**config.mk**
```make
export PLATFORM = sky130hd
export DESIGN_NAME = dv_audio_sample_decode
export DESIGN_NICKNAME = d
export VERILOG_FILES = /design/src/hw/rtl/dvasd_pkg.sv /design/src/hw/rtl/dvasd_front.sv /design/src/hw/rtl/dvasd_queue.sv /design/src/hw/rtl/dvasd_back.sv /design/src/hw/rtl/dv_audio_sample_decode.sv
export VERILOG_INCLUDE_DIRS = /design/src /design/src/hw/rtl
export SDC_FILE = /design/constraint.sdc
export NUM_CORES = 1
export LEC_CHECK = 0
export CORE_MARGIN = 1.5
export CORE_UTILIZATION = 30
export DETAILED_ROUTE_END_ITERATION = 16
export DONT_BUFFER_PORTS = 1
export PLACE_DENSITY = 0.46
export SLEW_MARGIN = 40
export SYNTH_ARGS = -nofsm -noshare
export SYNTH_HDL_FRONTEND = slang
export SYNTH_SLANG_ARGS = --single-unit
```
**constraint.sdc**
```tcl
create_clock -name clk -period 10.88 [get_ports clk]
set_clock_uncertainty 0.1 [all_clocks]
set_input_delay 1.088 -clock clk [delete_from_list [all_inputs] [get_ports clk]]
set_output_delay 1.088 -clock clk [all_outputs]
set_load 0.02 [all_outputs]
```
**src/hw/rtl/assert_macros.svh**
```systemverilog
// ---------------------------------------------------------------------------
// Assertion macros
// Shared concurrent assertion forms for the DV audio sample decoder.
// ---------------------------------------------------------------------------
`ifndef ASSERT_MACROS_SVH
`define ASSERT_MACROS_SVH

// Same-cycle implication, disabled during reset.
`define ASSERT_IMPLIES(label, clk, rst, ante, cons) \
  label: assert property (@(posedge clk) disable iff (rst) (ante) |-> (cons)) \
    else $error("assertion failed");

// Next-cycle implication, disabled during reset.
`define ASSERT_NEXT(label, clk, rst, ante, cons) \
  label: assert property (@(posedge clk) disable iff (rst) (ante) |=> (cons)) \
    else $error("assertion failed");

`endif

```
**src/hw/rtl/dvasd_pkg.sv**
```systemverilog
// ---------------------------------------------------------------------------
// dvasd_pkg
// Types, constants and the 12-bit nonlinear expansion for the decoder.
// ---------------------------------------------------------------------------
`timescale 1ns / 1ps
`default_nettype none

package dvasd_pkg;

  localparam int QUEUE_DEPTH_DEFAULT = 2;

  localparam logic [11:0] CODE_ERROR   = 12'h800;
  localparam logic [15:0] VALUE_ERROR  = 16'h8000;
  localparam logic [3:0]  NIB_POS_MIN  = 4'h2;
  localparam logic [3:0]  NIB_NEG_MIN  = 4'h8;
  localparam logic [3:0]  NIB_NEG_MAX  = 4'hd;
  localparam logic [3:0]  NIB_NEG_BASE = 4'he;

  localparam logic MODE_LINEAR16 = 1'b0;
  localparam logic MODE_PAIR12   = 1'b1;

  // One queued item, already decoded: one or two samples.
  typedef struct packed {
    logic             pair;     // two samples, left then right
    logic             ch;       // channel of a single sample
    logic [1:0]       damaged;  // per sample slot
    logic [1:0][15:0] value;    // per sample slot
  } dvasd_entry_t;

  // Piecewise nonlinear expansion of a 12-bit two's complement code.
  function automatic logic [15:0] expand12(input logic [11:0] code);
    logic [3:0]         nib;
    logic [2:0]         s;
    logic signed [16:0] v;
    logic signed [16:0] t;
    nib = code[11:8];
    v   = 17'(signed'(code));
    t   = v;
    s   = 3'd0;
    if (nib >= NIB_POS_MIN && nib < NIB_NEG_MIN) begin
      s = 3'(nib - 4'd1);
      t = (v - $signed({6'd0, s, 8'h00})) <<< s;
    end else if (nib >= NIB_NEG_MIN && nib <= NIB_NEG_MAX) begin
      s = 3'(NIB_NEG_BASE - nib);
      t = ((v + $signed({6'd0, s, 8'h01})) <<< s) - 17'sd1;
    end
    return t[15:0];
  endfunction

endpackage

`default_nettype wire

```
**src/hw/rtl/dvasd_front.sv**
```systemverilog
// ---------------------------------------------------------------------------
// dvasd_front
// Accept items, decode them into samples and flag damage.
// ---------------------------------------------------------------------------
`timescale 1ns / 1ps
`default_nettype none

module dvasd_front (
  input  wire logic                clk,
  input  wire logic                rst,
  input  wire logic                cfg_we,
  input  wire logic                cfg_wdata,
  input  wire logic                byte_valid,
  output logic                     byte_stall,
  input  wire logic [7:0]          first_byte,
  input  wire logic [7:0]          second_byte,
  input  wire logic [7:0]          third_byte,
  input  wire logic                channel_select,
  input  wire logic                block_present,
  input  wire logic                q_full,
  output logic                     q_push,
  output dvasd_pkg::dvasd_entry_t  q_data
);
  import dvasd_pkg::*;

  logic        sample_mode;
  logic [11:0] code_left;
  logic [11:0] code_right;
  logic [15:0] linear;

  always_ff @(posedge clk) begin
    if (rst) begin
      sample_mode <= MODE_LINEAR16;
    end else if (cfg_we) begin
      sample_mode <= cfg_wdata;
    end
  end

  assign byte_stall = q_full;
  assign q_push     = byte_valid && !q_full;

  assign code_left  = {first_byte, third_byte[7:4]};
  assign code_right = {second_byte, third_byte[3:0]};
  assign linear     = {first_byte, second_byte};

  always_comb begin
    q_data = '0;
    if (sample_mode == MODE_PAIR12) begin
      q_data.pair       = 1'b1;
      q_data.ch         = 1'b0;
      q_data.damaged[0] = !block_present || code_left == CODE_ERROR;
      q_data.damaged[1] = !block_present || code_right == CODE_ERROR;
      q_data.value[0]   = expand12(code_left);
      q_data.value[1]   = expand12(code_right);
    end else begin
      q_data.pair       = 1'b0;
      q_data.ch         = channel_select;
      q_data.damaged[0] = !block_present || linear == VALUE_ERROR;
      q_data.damaged[1] = 1'b0;
      q_data.value[0]   = linear;
      q_data.value[1]   = 16'h0000;
    end
  end

endmodule

`default_nettype wire

```
**src/hw/rtl/dvasd_queue.sv**
```systemverilog
// ---------------------------------------------------------------------------
// dvasd_queue
// Short FIFO of decoded items between the front and back parts.
// ---------------------------------------------------------------------------
`timescale 1ns / 1ps
`default_nettype none

`include "assert_macros.svh"

module dvasd_queue #(
  parameter int DEPTH = dvasd_pkg::QUEUE_DEPTH_DEFAULT
) (
  input  wire logic                    clk,
  input  wire logic                    rst,
  input  wire logic                    push,
  input  wire dvasd_pkg::dvasd_entry_t push_data,
  output logic                         full,
  input  wire logic                    pop,
  output logic                         head_valid,
  output dvasd_pkg::dvasd_entry_t      head
);
  import dvasd_pkg::*;

  localparam int PW = (DEPTH > 1) ? $clog2(DEPTH) : 1;
  localparam int CW = $clog2(DEPTH + 1);

  dvasd_entry_t  entries [DEPTH];
  logic [PW-1:0] wr_ptr;
  logic [PW-1:0] rd_ptr;
  logic [CW-1:0] count;

  assign full       = count == CW'(DEPTH);
  assign head_valid = count != '0;
  assign head       = entries[rd_ptr];

  always_ff @(posedge clk) begin
    if (rst) begin
      wr_ptr <= '0;
      rd_ptr <= '0;
      count  <= '0;
    end else begin
      if (push) begin
        wr_ptr <= (wr_ptr == PW'(DEPTH - 1)) ? '0 : wr_ptr + 1'b1;
      end
      if (pop) begin
        rd_ptr <= (rd_ptr == PW'(DEPTH - 1)) ? '0 : rd_ptr + 1'b1;
      end
      if (push && !pop) begin
        count <= count + 1'b1;
      end else if (pop && !push) begin
        count <= count - 1'b1;
      end
    end
  end

  always_ff @(posedge clk) begin
    if (push) begin
      entries[wr_ptr] <= push_data;
    end
  end

  `ASSERT_IMPLIES(a_no_overflow, clk, rst, push, !full)
  `ASSERT_IMPLIES(a_no_underflow, clk, rst, pop, head_valid)
  `ASSERT_IMPLIES(a_count_bound, clk, rst, 1'b1, count <= CW'(DEPTH))

endmodule

`default_nettype wire

```
**src/hw/rtl/dvasd_back.sv**
```systemverilog
// ---------------------------------------------------------------------------
// dvasd_back
// Emit one sample per cycle while pcm_stall is low, conceal damage, hold the output register.
// ---------------------------------------------------------------------------
`timescale 1ns / 1ps
`default_nettype none

`include "assert_macros.svh"

module dvasd_back (
  input  wire logic                    clk,
  input  wire logic                    rst,
  input  wire logic                    q_valid,
  input  wire dvasd_pkg::dvasd_entry_t q_head,
  output logic                         q_pop,
  output logic                         pcm_valid,
  input  wire logic                    pcm_stall,
  output logic signed [15:0]           pcm_sample,
  output logic                         sample_channel,
  output logic                         was_concealed,
  output logic                         last_of_item
);
  import dvasd_pkg::*;

  logic        sub;
  logic [15:0] last_good [2];
  logic        cur_idx;
  logic        cur_ch;
  logic        cur_dmg;
  logic [15:0] cur_val;
  logic        cur_last;
  logic        load;

  always_comb begin
    cur_idx  = q_head.pair ? sub : 1'b0;
    cur_ch   = q_head.pair ? sub : q_head.ch;
    cur_dmg  = q_head.damaged[cur_idx];
    cur_val  = q_head.value[cur_idx];
    cur_last = !q_head.pair || sub;
  end

  assign load  = q_valid && (!pcm_valid || !pcm_stall);
  assign q_pop = load && cur_last;

  always_ff @(posedge clk) begin
    if (rst) begin
      pcm_valid    <= 1'b0;
      sub          <= 1'b0;
      last_good[0] <= 16'h0000;
      last_good[1] <= 16'h0000;
    end else begin
      if (load) begin
        pcm_valid <= 1'b1;
        sub       <= q_head.pair ? !sub : 1'b0;
        if (!cur_dmg) begin
          last_good[cur_ch] <= cur_val;
        end
      end else if (!pcm_stall) begin
        pcm_valid <= 1'b0;
      end
    end
  end

  always_ff @(posedge clk) begin
    if (load) begin
      pcm_sample     <= $signed(cur_dmg ? last_good[cur_ch] : cur_val);
      sample_channel <= cur_ch;
      was_concealed  <= cur_dmg;
      last_of_item   <= cur_last;
    end
  end

  `ASSERT_IMPLIES(a_first_is_left, clk, rst, pcm_valid && !last_of_item,
                  !sample_channel)
  `ASSERT_IMPLIES(a_good_tracks_out, clk, rst, pcm_valid && !was_concealed,
                  last_good[sample_channel] == $unsigned(pcm_sample))
  `ASSERT_IMPLIES(a_pop_at_end, clk, rst, q_pop, !q_head.pair || sub)

endmodule

`default_nettype wire

```
**src/hw/rtl/dv_audio_sample_decode.sv**
```systemverilog
// ---------------------------------------------------------------------------
// dv_audio_sample_decode
// DV audio sample decoder with per-channel damage concealment.
// ---------------------------------------------------------------------------
// Decodes DV audio sample bytes to 16-bit PCM. With sample_mode 0 an item is
// one big-endian sample for channel_select and yields one result; with
// sample_mode 1 an item holds two packed 12-bit codes and yields a left and
// then a right result, each widened by the nonlinear DV expansion. An error
// code (0x800), a linear value of 0x8000, or an absent block is replaced by
// the last good sample of that channel (zero after reset) and flagged with
// was_concealed. Rate: the output register moves one result per cycle while
// pcm_stall is low; an accepted item is written into the queue and then
// loaded into the output register. The front decodes and pushes whole items
// into a short queue, so input is taken while results wait on pcm_stall
// until the queue is full. Write sample_mode only while idle. No clearing
// pass after reset.
// ---------------------------------------------------------------------------
`timescale 1ns / 1ps
`default_nettype none

module dv_audio_sample_decode #(
  parameter int QUEUE_DEPTH = dvasd_pkg::QUEUE_DEPTH_DEFAULT
) (
  input  wire logic         clk,
  input  wire logic         rst,
  // configuration: sample_mode
  input  wire logic         cfg_we,
  input  wire logic         cfg_wdata,
  // input items
  input  wire logic         byte_valid,
  output logic              byte_stall,
  input  wire logic [7:0]   first_byte,
  input  wire logic [7:0]   second_byte,
  input  wire logic [7:0]   third_byte,
  input  wire logic         channel_select,
  input  wire logic         block_present,
  // result items
  output logic              pcm_valid,
  input  wire logic         pcm_stall,
  output logic signed [15:0] pcm_sample,
  output logic              sample_channel,
  output logic              was_concealed,
  output logic              last_of_item
);
  import dvasd_pkg::*;

  logic         q_push;
  logic         q_full;
  logic         q_pop;
  logic         q_valid;
  dvasd_entry_t q_data;
  dvasd_entry_t q_head;

  // Front: hold the mode register, decode and classify each item.
  dvasd_front u_front (
    .clk            (clk),
    .rst            (rst),
    .cfg_we         (cfg_we),
    .cfg_wdata      (cfg_wdata),
    .byte_valid     (byte_valid),
    .byte_stall     (byte_stall),
    .first_byte     (first_byte),
    .second_byte    (second_byte),
    .third_byte     (third_byte),
    .channel_select (channel_select),
    .block_present  (block_present),
    .q_full         (q_full),
    .q_push         (q_push),
    .q_data         (q_data)
  );

  // Queue: decouple item intake from result delivery.
  dvasd_queue #(
    .DEPTH (QUEUE_DEPTH)
  ) u_queue (
    .clk        (clk),
    .rst        (rst),
    .push       (q_push),
    .push_data  (q_data),
    .full       (q_full),
    .pop        (q_pop),
    .head_valid (q_valid),
    .head       (q_head)
  );

  // Back: split items into samples, conceal damage, drive results.
  dvasd_back u_back (
    .clk            (clk),
    .rst            (rst),
    .q_valid        (q_valid),
    .q_head         (q_head),
    .q_pop          (q_pop),
    .pcm_valid      (pcm_valid),
    .pcm_stall      (pcm_stall),
    .pcm_sample     (pcm_sample),
    .sample_channel (sample_channel),
    .was_concealed  (was_concealed),
    .last_of_item   (last_of_item)
  );

endmodule

`default_nettype wire
```
## Word level (Yosys, flattened, before mapping)

Memory sizes are Yosys's and may differ from the RTL's. A register that Yosys moved wholly into a read port is not among the register bits.
Cells that the tools add are included.

| storage, ports and cells | value |
|---|---|
| register bits | 26 |
| bits in writable memories | 104 |
| memories kept | 2 |

Memories:

| name | depth | bits a word | rd ports | clocked after memory_dff | write ports | line | RTL |
|---|---|---|---|---|---|---|---|
| u_queue.entries | 2 | 36 | 1 | 1 | 1 | dvasd_queue.sv:27 | `dvasd_entry_t entries [DEPTH];` |
| u_back.last_good | 2 | 16 | 1 | 0 | 2 | dvasd_back.sv:26 | `logic [15:0] last_good [2];` |

| cells by class | value |
|---|---|
| $add $sub $neg | 14 |
| magnitude comparators | 9 |
| eq/ne operators | 5 |
| shift operators | 4 |
| muxes and demuxes | 32 |
| reduce and logical (&&, ||, !) cells | 25 |

Operator list:

| operator | number |
|---|---|
| two-way mux 16 bit | 8 |
| <<< shifter 17 x 3 -> 16 bit | 4 |
| two-way mux 36 bit | 1 |
| subtractor 16 x 2 -> 16 bit, second input constant | 2 |
| adder 12 x 12 -> 13 bit | 2 |
| subtractor 12 x 12 -> 13 bit | 2 |
| equality test 12 bit, second input constant | 2 |
| two-way mux 1 bit | 21 |
| equality test 16 bit, second input constant | 1 |
| OR reduction 16 bit | 1 |
| logical AND 1 bit | 9 |
| >= comparator 4 x 2 -> 1 bit, second input constant | 2 |
| >= comparator 4 bit, second input constant | 2 |
| less-or-equal comparator 4 bit, second input constant | 2 |
| logical NOT 1 bit | 8 |
| < comparator 4 bit, second input constant | 2 |
| subtractor 3 x 1 -> 3 bit, second input constant | 2 |
| subtractor 3 bit, first input constant | 2 |
| logical OR 1 bit | 5 |
| two-way mux 2 bit | 2 |
| nonzero test 2 bit | 2 |
| adder 1 bit, second input constant | 2 |
| adder 2 x 1 -> 2 bit, second input constant | 1 |
| equality test 2 bit, second input constant | 1 |
| other kinds (3) | 3 |

## Depth between registers and ports, before layout

Gate-level depths: netlist of the first run.

| depth | value |
|---|---|
| depth in word-level cells | 9 |
| mapped depth | 17 |
| mapped depth without buffers | 11 |

## Hierarchy

Synthesis of the first run repeated with hierarchy kept, for this count alone.

| second synthesis, totals | value |
|---|---|
| cell total of the unflattened synthesis | 1091 |
| area total of the unflattened synthesis | 10376.2 sq um |

Modules (own cells, without submodules):

| module | instances | cells each | area an instance (sq um) | sequential area each (sq um) |
|---|---|---|---|---|
| dvasd_front | 1 | 795 | 5128.7 | 20.0 |
| dvasd_queue | 1 | 134 | 2816.5 | 2262.2 |
| dvasd_back | 1 | 162 | 2431.1 | 1571.5 |

## Worst setup path after synthesis of the first run

No wires, ideal clock.

| timing | value |
|---|---|
| kind | input -> register |
| from | input port second_byte[4] |
| to | memory u_queue.entries[0][28] (netlist name) (data pin) |
| library setup time | 0.203 ns |
| arrival time | 4.674 ns |
| path slack | 5.902 ns |
| cell stages on the path | 16 |
| buffers on the path | 7 |
| cell sequence | buf_2 inv_1 buf_2 ha_1 buf_2 buf_2 clkbuf_1 clkbuf_1 clkbuf_1 o2111ai_1 ha_1 and3_1 a31oi_2 and4bb_2 and3_1 a2111oi_2 |

RTL lines:

| what | line | RTL |
|---|---|---|
| start: declaration | dv_audio_sample_decode.sv:33 | `input wire logic [7:0] second_byte,` |
| end: declaration | dvasd_queue.sv:27 |  |

==> results of run 1 <==
==> layer usage <==
layer  vias to the layer above  global-route usage, %
li1                       3843                      -
met1                      3850                   24.3
met2                       239                   27.0
met3                        20                   3.16
met4                         0                   3.51
met5                         -                      0
==> state kept, by name, indices dropped and copies added (netlist names), 2 cells and up, named ones only <==
register	cells
u_back.pcm_sample	16
u_queue.count	2
u_queue.entries	72
u_back.last_good	32
==> cell usage in the layout, fill, tap and decap left out, types with 7 or more instances in the layout <==
master | Yosys | layout
sky130_fd_sc_hd__and3_1 | 12 | 11
sky130_fd_sc_hd__a211oi_1 | 20 | 19
sky130_fd_sc_hd__nand4_1 | 13 | 13
sky130_fd_sc_hd__buf_4 | 3 | 13
sky130_fd_sc_hd__o21a_1 | 8 | 8
sky130_fd_sc_hd__dfxtp_1 | 8 | 8
sky130_fd_sc_hd__mux4_2 | 23 | 23
sky130_fd_sc_hd__nor2_1 | 102 | 101
sky130_fd_sc_hd__o221ai_1 | 8 | 8
sky130_fd_sc_hd__o311ai_0 | 9 | 8
sky130_fd_sc_hd__inv_1 | 28 | 28
sky130_fd_sc_hd__a221oi_1 | 10 | 10
sky130_fd_sc_hd__nor2b_1 | 9 | 9
sky130_fd_sc_hd__nor3_1 | 27 | 27
sky130_fd_sc_hd__nand2_1 | 74 | 74
sky130_fd_sc_hd__mux2_2 | 8 | 8
sky130_fd_sc_hd__o21ai_0 | 62 | 62
sky130_fd_sc_hd__o211ai_1 | 14 | 14
sky130_fd_sc_hd__nand2b_1 | 10 | 10
sky130_fd_sc_hd__mux2i_1 | 38 | 38
sky130_fd_sc_hd__xor2_1 | 20 | 20
sky130_fd_sc_hd__ha_1 | 22 | 22
sky130_fd_sc_hd__a31oi_1 | 13 | 13
sky130_fd_sc_hd__clkbuf_16 | 0 | 17
sky130_fd_sc_hd__a21oi_1 | 72 | 72
sky130_fd_sc_hd__edfxtp_1 | 123 | 123
sky130_fd_sc_hd__or3_1 | 7 | 7
sky130_fd_sc_hd__nand3_1 | 25 | 25
sky130_fd_sc_hd__and2_1 | 45 | 45
sky130_fd_sc_hd__o31ai_1 | 7 | 7
sky130_fd_sc_hd__xnor2_1 | 19 | 19
==> synth_stat cells (4+ instances only) <==
library cell                number  area share, %
sky130_fd_sc_hd__a221oi_1       10           0.89
sky130_fd_sc_hd__buf_1           8           0.30
sky130_fd_sc_hd__o21ai_0        62            3.1
sky130_fd_sc_hd__o22ai_1         6           0.38
sky130_fd_sc_hd__a211oi_1       20            1.5
sky130_fd_sc_hd__or2_2           6           0.38
sky130_fd_sc_hd__mux2i_1        38            3.9
sky130_fd_sc_hd__o211ai_1       14            1.1
sky130_fd_sc_hd__and2_1         45            2.8
sky130_fd_sc_hd__or3_1           7           0.44
sky130_fd_sc_hd__o221ai_1        8           0.71
sky130_fd_sc_hd__mux2_2          8           0.91
sky130_fd_sc_hd__inv_1          28            1.1
sky130_fd_sc_hd__or4_1           4           0.30
sky130_fd_sc_hd__nand2b_1       10           0.63
sky130_fd_sc_hd__dfxtp_1         8            1.6
sky130_fd_sc_hd__a211o_1         6           0.53
sky130_fd_sc_hd__a21oi_1        72            3.6
sky130_fd_sc_hd__nand3_1        25            1.3
sky130_fd_sc_hd__xnor2_1        19            1.7
sky130_fd_sc_hd__edfxtp_1      123             37
sky130_fd_sc_hd__nand2_1        74            2.8
sky130_fd_sc_hd__clkbuf_1       57            2.2
sky130_fd_sc_hd__buf_2          17           0.86
sky130_fd_sc_hd__o311ai_0        9           0.80
sky130_fd_sc_hd__a32oi_1         5           0.44
sky130_fd_sc_hd__a31oi_1        13           0.82
sky130_fd_sc_hd__and3_1         12           0.76
sky130_fd_sc_hd__nor3_1         27            1.4
sky130_fd_sc_hd__ha_1           22            2.8
sky130_fd_sc_hd__nor2b_1         9           0.57
sky130_fd_sc_hd__xor2_1         20            1.8
sky130_fd_sc_hd__o21a_1          8           0.61
sky130_fd_sc_hd__a21o_1          5           0.38
sky130_fd_sc_hd__mux4_2         23            5.2
sky130_fd_sc_hd__nor2_1        102            3.9
sky130_fd_sc_hd__nor4_1          5           0.32
sky130_fd_sc_hd__nand4_1        13           0.82
sky130_fd_sc_hd__o31ai_1         7           0.53
sky130_fd_sc_hd__o2111ai_1       5           0.44
==> path summary, 6_finish.rpt <==
path | startpoint | to | slack (ns)
hold / removal | u_queue.count[1]$_SDFFE_PP0P_ | u_queue.count[1]$_SDFFE_PP0P_ | 0.41
setup / recovery | first_byte[4] | u_queue.entries[0][10]$_DFFE_PP_ | 6.17
hold reg to reg | u_queue.count[1]$_SDFFE_PP0P_ | u_queue.count[1]$_SDFFE_PP0P_ | 0.41
setup reg to reg | flip-flop | u_back.last_good[0][9]$_SDFFCE_PN0P_ | 7.17
==> cells by family (layout without fill, tap and decap cells) <==
logic type,after synthesis,in the layout,share of synthesized area (%)
buffers and inverters,118,74,4.97
xor gates and xnor gates,42,42,4.14
adders and majority gates,22,22,2.79
and+or+nand+nor,359,359,18.4
DFF,131,131,39.0
AOI/OAI and AO/OA,297,297,20.7
muxes,69,69,10.0
==> worst register-to-register path: stages (launching register included) <==
cell                       delay [ns]
sky130_fd_sc_hd__dfxtp_1         0.30
sky130_fd_sc_hd__buf_4           0.30
sky130_fd_sc_hd__mux2i_1         0.31
sky130_fd_sc_hd__nand2b_1        0.17
sky130_fd_sc_hd__buf_4           0.33
sky130_fd_sc_hd__mux4_2          0.87
sky130_fd_sc_hd__nor4_2          0.30
sky130_fd_sc_hd__buf_4           0.25
sky130_fd_sc_hd__or2_2           0.41
==> stage by stage <==
step,hold WS (ns),power [mW],util (%),cells,instance area (µm²)
after global routing,0.451,2.00,33.2,1436,10800
after detailed placement,0.394,1.37,31.5,1408,10200
final,0.407,1.89,33.2,1436,10800
after CTS,0.408,1.91,33.2,1436,10800
after floorplan,0.367,1.22,-,1038,9880
after global placement,0.393,1.36,31.4,1406,10200
==> report_power, final <==
part / switching [mW] / leakage, nW / internal, mW
combinational: 0.357 / 2.21 / 0.216
clock: 0.185 / 0.273 / 0.351
sequential: 0.0843 / 1.26 / 0.700
total: 0.626 / 3.75 / 1.27
==> area by class of cell <==
cell class	count	share of cell area, %
Multi-Input combinational cell	789	51.8
Sequential cell	131	35.7
Tap cell	442	5.13
Clock buffer	20	4.05
Timing Repair Buffer	15	1.18
Inverter	31	1.08
Clock inverter	8	1.06
==> impl_metrics.ini, run 1 <==
[timing]
final_critical_path_setup_slack_ns = 6.17
max_transition_viols_final = 0
setup_tns_ns = 0
timing.final.setup_violations = 0
fin_crit_sh_pct = 43.3
worstMarginPinSlew_ns = 0.866
slew-limit-headroom_pct = 42.1
finalHoldViolCount = 0
unrepaired_setup_endpoints_after_global_routing = no
max_freq_mhz = 212
finalWorstPathRequiredPeriod_ns = 4.71

[clock_network]
post-cts-setup-buffers = 0
clkTransAtPathRegs_ns = 0.05
clk_tree_root_cell = sky130_fd_sc_hd__clkbuf_16
ctsHoldBuffers = 0
total_cts_buffers = 17
clock_insertion_delay_worst_skew_ns = 0.41
cts_max_level = 4
clock_tree_from_tritoncts = built
numClockSinks = 131
count_of_instances_resized_after_the_clock_tree_is_built = 0
cts-root-to-sink-buffers = 2

[floorplanning]
die_w_um = 184
die_h_um = 184
core_region_area_mm2 = 0.0325
design.die.area_mm2 = 0.0340
num_rows = 66
pin_count = 53
initial_utilization_pct = 30.4

[global_route]
grt_use_total_pct = 17.1
globalRoute.totalOverflow = 0
first_global_vias = 7569
grt_max_degree = 59
initial_antenna_violation_count = 0
grt_first_pass_wirelength_mm = 45.0

[layout]
multi_input_area_mm2 = 0.00558
fill_cells = 3332
layout-drive-gt1-share_pct = 10.2
fin_nets = 1039
number_of_diodes_added_for_antenna_fixing = 0
sequential_cell_area_mm2 = 0.00385
area_overhead_of_the_layout_relative_to_synthesis_pct = 9.17

[critical_path]
crit_type = input pin to flip-flop
critical_path.slowest_cell = sky130_fd_sc_hd__nor4b_2
startpoint_type = input pin
crit_cells = 11
critical_path_buf_inv_count = 2
critical_path.max_stage_delay_ns = 0.45
setup.worst_path.end_class = flip-flop
ff2ff_path_depth = 8
cp_top_family = simple AND/OR/NAND/NOR gates
cp_data_required_time_ns = 10.94
critical_path.cell_chain = inv_1 > ha_1 > buf_4 > mux2_2 > o221ai_1 > a2bb2oi_1 > nor4b_2 > o22ai_2 > or3_1 > or4_1 > and3_1
critical_path_arrival_ns = 4.76
crit_fanout = 43

[routing]
drt_pass1_iterations = 5
routed_via_density = 5.54
route.vias.total = 7952
drt-wirelength-per-cell_um = 19.8
route.met3.wl_mm = 1.45
drt_iter0_markers = 757
routed-wl-met2_mm = 12.9
m1WireLength_mm = 13.8
highest-signal-layer = met4
number_of_remaining_drc_errors = 0
detail-route-antenna-nets = 0
postRouteWirelength_mm = 28.4

[synth]
ys_dominant_reg_cell = sky130_fd_sc_hd__edfxtp_1
yosysSeqAreaShare_pct = 39.0
synth_async_sr_flop_share_pct = 0
syn_area_per_cell_um2 = 9.52
synth-edff-count = 123
syn_area_mm2 = 0.00988
synthesis.nets = 1092
synthesis.instances = 1038
ys_ff_latch = 131
synth.lib_cells_used.distinct = 84
warnings_from_yosys = 0

[placement]
port-buffer-count = 0
dp.final_hpwl_mm = 20.9
place.gp.congestion = 0.901
post-place-ws_ns = 5.88

[power_and_ir_drop]
vdd_drop_max_mv = 0.127
static-leakage-power_nw = 3.75
power_density_mw_per_mm2 = 176

[job]
maxCapViolations = 0

[outcome]
outcome = finished, final reports clean

[worst_hold_path]
min_path_type = flip-flop to flip-flop
hold-path-cell-count = 2
Power figures use the tool's default switching activity.
==> run 2, diff against run 1 <==
--- a/config.mk
+++ b/config.mk
@@ -6,6 +6,7 @@
 export SDC_FILE = /design/constraint.sdc
 export NUM_CORES = 1
 export LEC_CHECK = 0
+export ABC_AREA = 1
 export CORE_MARGIN = 1.5
 export CORE_UTILIZATION = 30
 export DETAILED_ROUTE_END_ITERATION = 16
==> constraint.sdc (replaced) <==
create_clock -name clk -period 4.7 [get_ports clk]
set_clock_uncertainty 0.1 [all_clocks]
set_input_delay 0.47 -clock clk [delete_from_list [all_inputs] [get_ports clk]]
set_output_delay 0.47 -clock clk [all_outputs]
set_load 0.02 [all_outputs]
==> run 2 against run 1 <==
Final area fell by 1.3%. Global-route usage fell by 0.19 points. Worst hold slack got worse by 0.38 ns. Power rose to 2.5 times the previous value. Core utilization rose by 0.41 points. Routed wire length fell by 3.6%. Critical path type is now flip-flop to flip-flop.
==> impl_metrics.ini, run 2 <==
[clock_network]
clock_insertion_delay_worst_skew_ns = 0.41
numClockSinks = 131
total_cts_buffers = 17
clkTransAtPathRegs_ns = 0.06
clk_tree_root_cell = sky130_fd_sc_hd__clkbuf_16
ctsHoldBuffers = 0
cts-root-to-sink-buffers = 2
count_of_instances_resized_after_the_clock_tree_is_built = 0
post-cts-setup-buffers = 0
cts_max_level = 4
clock_tree_from_tritoncts = built

[placement]
port-buffer-count = 0
dp.final_hpwl_mm = 20.8
place.gp.congestion = 0.881
post-place-ws_ns = 1.23

[timing]
setup_tns_ns = 0
max_freq_mhz = 314
timing.final.setup_violations = 0
max_transition_viols_final = 0
unrepaired_setup_endpoints_after_global_routing = no
fin_crit_sh_pct = 67.7
hold-worst-slack_ns = 0.0255
slew-limit-headroom_pct = 45.2
finalWorstPathRequiredPeriod_ns = 3.18
final_critical_path_setup_slack_ns = 1.52
finalHoldViolCount = 0
worstMarginPinSlew_ns = 0.802

[synth]
synth.top_cells.by_area = sky130_fd_sc_hd__edfxtp_1, sky130_fd_sc_hd__nand2_1, sky130_fd_sc_hd__o21ai_0
synth.lib_cells_used.distinct = 57
syn_area_mm2 = 0.00968
warnings_from_yosys = 0
synthesis.nets = 1271
ys_dominant_reg_cell = sky130_fd_sc_hd__edfxtp_1
synthesis.instances = 1217
post-synth-top-area-cell = sky130_fd_sc_hd__edfxtp_1
syn_area_per_cell_um2 = 7.95
yosysSeqAreaShare_pct = 39.8
synth-edff-count = 123
post-synth-top-area-fraction_pct = 38.2
synthTopCellsByCount = sky130_fd_sc_hd__nand2_1, sky130_fd_sc_hd__edfxtp_1, sky130_fd_sc_hd__nor2_1
synth_async_sr_flop_share_pct = 0
top_count_cell_post_synth = sky130_fd_sc_hd__nand2_1
ys_ff_latch = 131

[global_route]
initial_antenna_violation_count = 0
busiest_layer = met2
grt_use_total_pct = 16.9
gr-usage-met2_pct = 26.4
grtUsageMet1_pct = 23.7
gr-usage-met3_pct = 3.53
grt_max_degree = 43
globalRoute.totalOverflow = 0
first_global_vias = 8057
grt_first_pass_wirelength_mm = 44.2

[routing]
postRouteWirelength_mm = 27.4
drt_pass1_iterations = 5
number_of_remaining_drc_errors = 0
drt-wirelength-per-cell_um = 17.0
drt_iter0_markers = 593
route.vias.total = 8298
routed_via_density = 5.15
detail-route-antenna-nets = 0

[layout]
final_core_util_pct = 33.6
top_register = u_queue.entries
layout_top_registers = u_queue.entries (72), u_back.last_good (32), u_back.pcm_sample (16)
fill_cells = 3337
largest_register_ffs = 72
area_overhead_of_the_layout_relative_to_synthesis_pct = 9.94
final_common_cell = sky130_fd_sc_hd__nand2_1
fin_nets = 1251
layout-drive-gt1-share_pct = 15.4
number_of_diodes_added_for_antenna_fixing = 0
most_frequent_cells_in_the_layout = sky130_fd_sc_hd__nand2_1, sky130_fd_sc_hd__edfxtp_1, sky130_fd_sc_hd__nor2_1

[critical_path]
r2r-end = u_back.last_good[1][15]$_SDFFCE_PN0P_
worstSetupEndpoint = u_back.last_good[1][15]$_SDFFCE_PN0P_
crit_type = flip-flop to flip-flop
crit_fanout = 34
ff2ff_path_depth = 8
setup.reg_to_reg.worst_slack_ns = 1.52
critical_path.cell_chain = mux2i_1 > inv_1 > nand2_1 > buf_4 > o211ai_1 > o21ai_0 > nand4_2 > nand2_1
critical_path.slowest_cell = sky130_fd_sc_hd__nand2_1
critical-path-top-cell-by-count = sky130_fd_sc_hd__nand2_1
critical_path.max_stage_delay_ns = 0.76
startpoint_type = flip-flop
critical_path_arrival_ns = 3.11
cp_data_required_time_ns = 4.63
setup.worst_path.end_class = flip-flop

[power_and_ir_drop]
vdd_drop_max_mv = 0.263
power_density_mw_per_mm2 = 452
static-leakage-power_nw = 4.33

[floorplanning]
initial_utilization_pct = 30.6
num_rows = 65
die_w_um = 183
pin_count = 53
die_h_um = 183
design.die.area_mm2 = 0.0334
core_region_area_mm2 = 0.0316

[outcome]
outcome = finished, final reports clean

[worst_hold_path]
min_path_type = input pin to flip-flop

[job]
maxCapViolations = 0
-- run 2: cell count changes after synthesis, sizes merged, moves of 18 or more --
cell / previous run / this run
nand2: 74 / 326
nand3: 25 / 130
inv: 29 / 97
o21ai: 64 / 128
and2: 45 / 0
clkbuf: 57 / 20
nor2: 102 / 138
mux4: 23 / 0
a21oi: 72 / 52
nor3: 27 / 7
xnor2: 19 / 1
-- run 2: worst min-delay path by stage --
stage / startpoint / end / depth (start not counted)
floorplan: u_queue.rd_ptr$_SDFFE_PP0P_ / flip-flop / 1
global placement: u_queue.rd_ptr$_SDFFE_PP0P_ / flip-flop / 1
detailed placement: u_queue.rd_ptr$_SDFFE_PP0P_ / flip-flop / 1
CTS: rst / u_front.sample_mode$_SDFFE_PP0P_ / 1
global route: rst / u_back.pcm_valid$_SDFFE_PP0P_ / 1
finish: rst / u_front.sample_mode$_SDFFE_PP0P_ / 1
-- run 2: power by group --
group / switching, mW / total, mW / internal (mW)
registers: 0.197 / 1.85 / 1.65
clock network: 0.458 / 1.28 / 0.821
logic: 1.14 / 1.68 / 0.542
-- run 2: cell families (layout without fill, tap and decap cells) --
kind of cell,count (synthesis),in the layout,synth area share [%]
compound gates,238,238,14.5
xor+xnor,10,10,0.982
fa+ha+maj,22,22,2.84
buf+inv,160,152,7.01
flops,131,131,39.8
mux,39,39,4.27
simple gates,617,617,30.6
-- run 2: layer usage --
layer | vias up | routed length, µm
met5 | - | 0
met1 | 3880 | 13200
li1 | 4135 | -
met4 | 0 | 371
met3 | 38 | 1630
met2 | 245 | 12200
-- run 2: area by class of cell --
| cell class | count | area [µm²] | share of cell area [%] |
|---|---|---|---|
| clock inverter | 12 | 140 | 1.32 |
| tap | 402 | 503 | 4.73 |
| inverter | 105 | 399 | 3.75 |
| multi-input combinational | 926 | 5160 | 48.5 |
| timing repair buffer | 16 | 148 | 1.39 |
| sequential | 131 | 3850 | 36.2 |
| clock buffer | 19 | 433 | 4.07 |
-- run 2: metrics by stage --
step	power, mW	instance area [µm²]	std cells
3_3_place_gp	3.55	10000	1578
2_1_floorplan	3.13	9680	1217
6_report	4.81	10600	1611
4_1_cts	4.86	10600	1611
5_1_grt	5.14	10600	1611
3_5_place_dp	3.57	10100	1580
-- run 2: critical path: cells and delay by family, from the launching register on --
| kind | cells | cell delay [ns] |
|---|---|---|
| and+or+nand+nor | 3 | 1.34 |
| DFF | 1 | 0.44 |
| buffers and inverters | 2 | 0.38 |
| AOI/OAI and AO/OA | 2 | 0.33 |
| muxes | 1 | 0.20 |
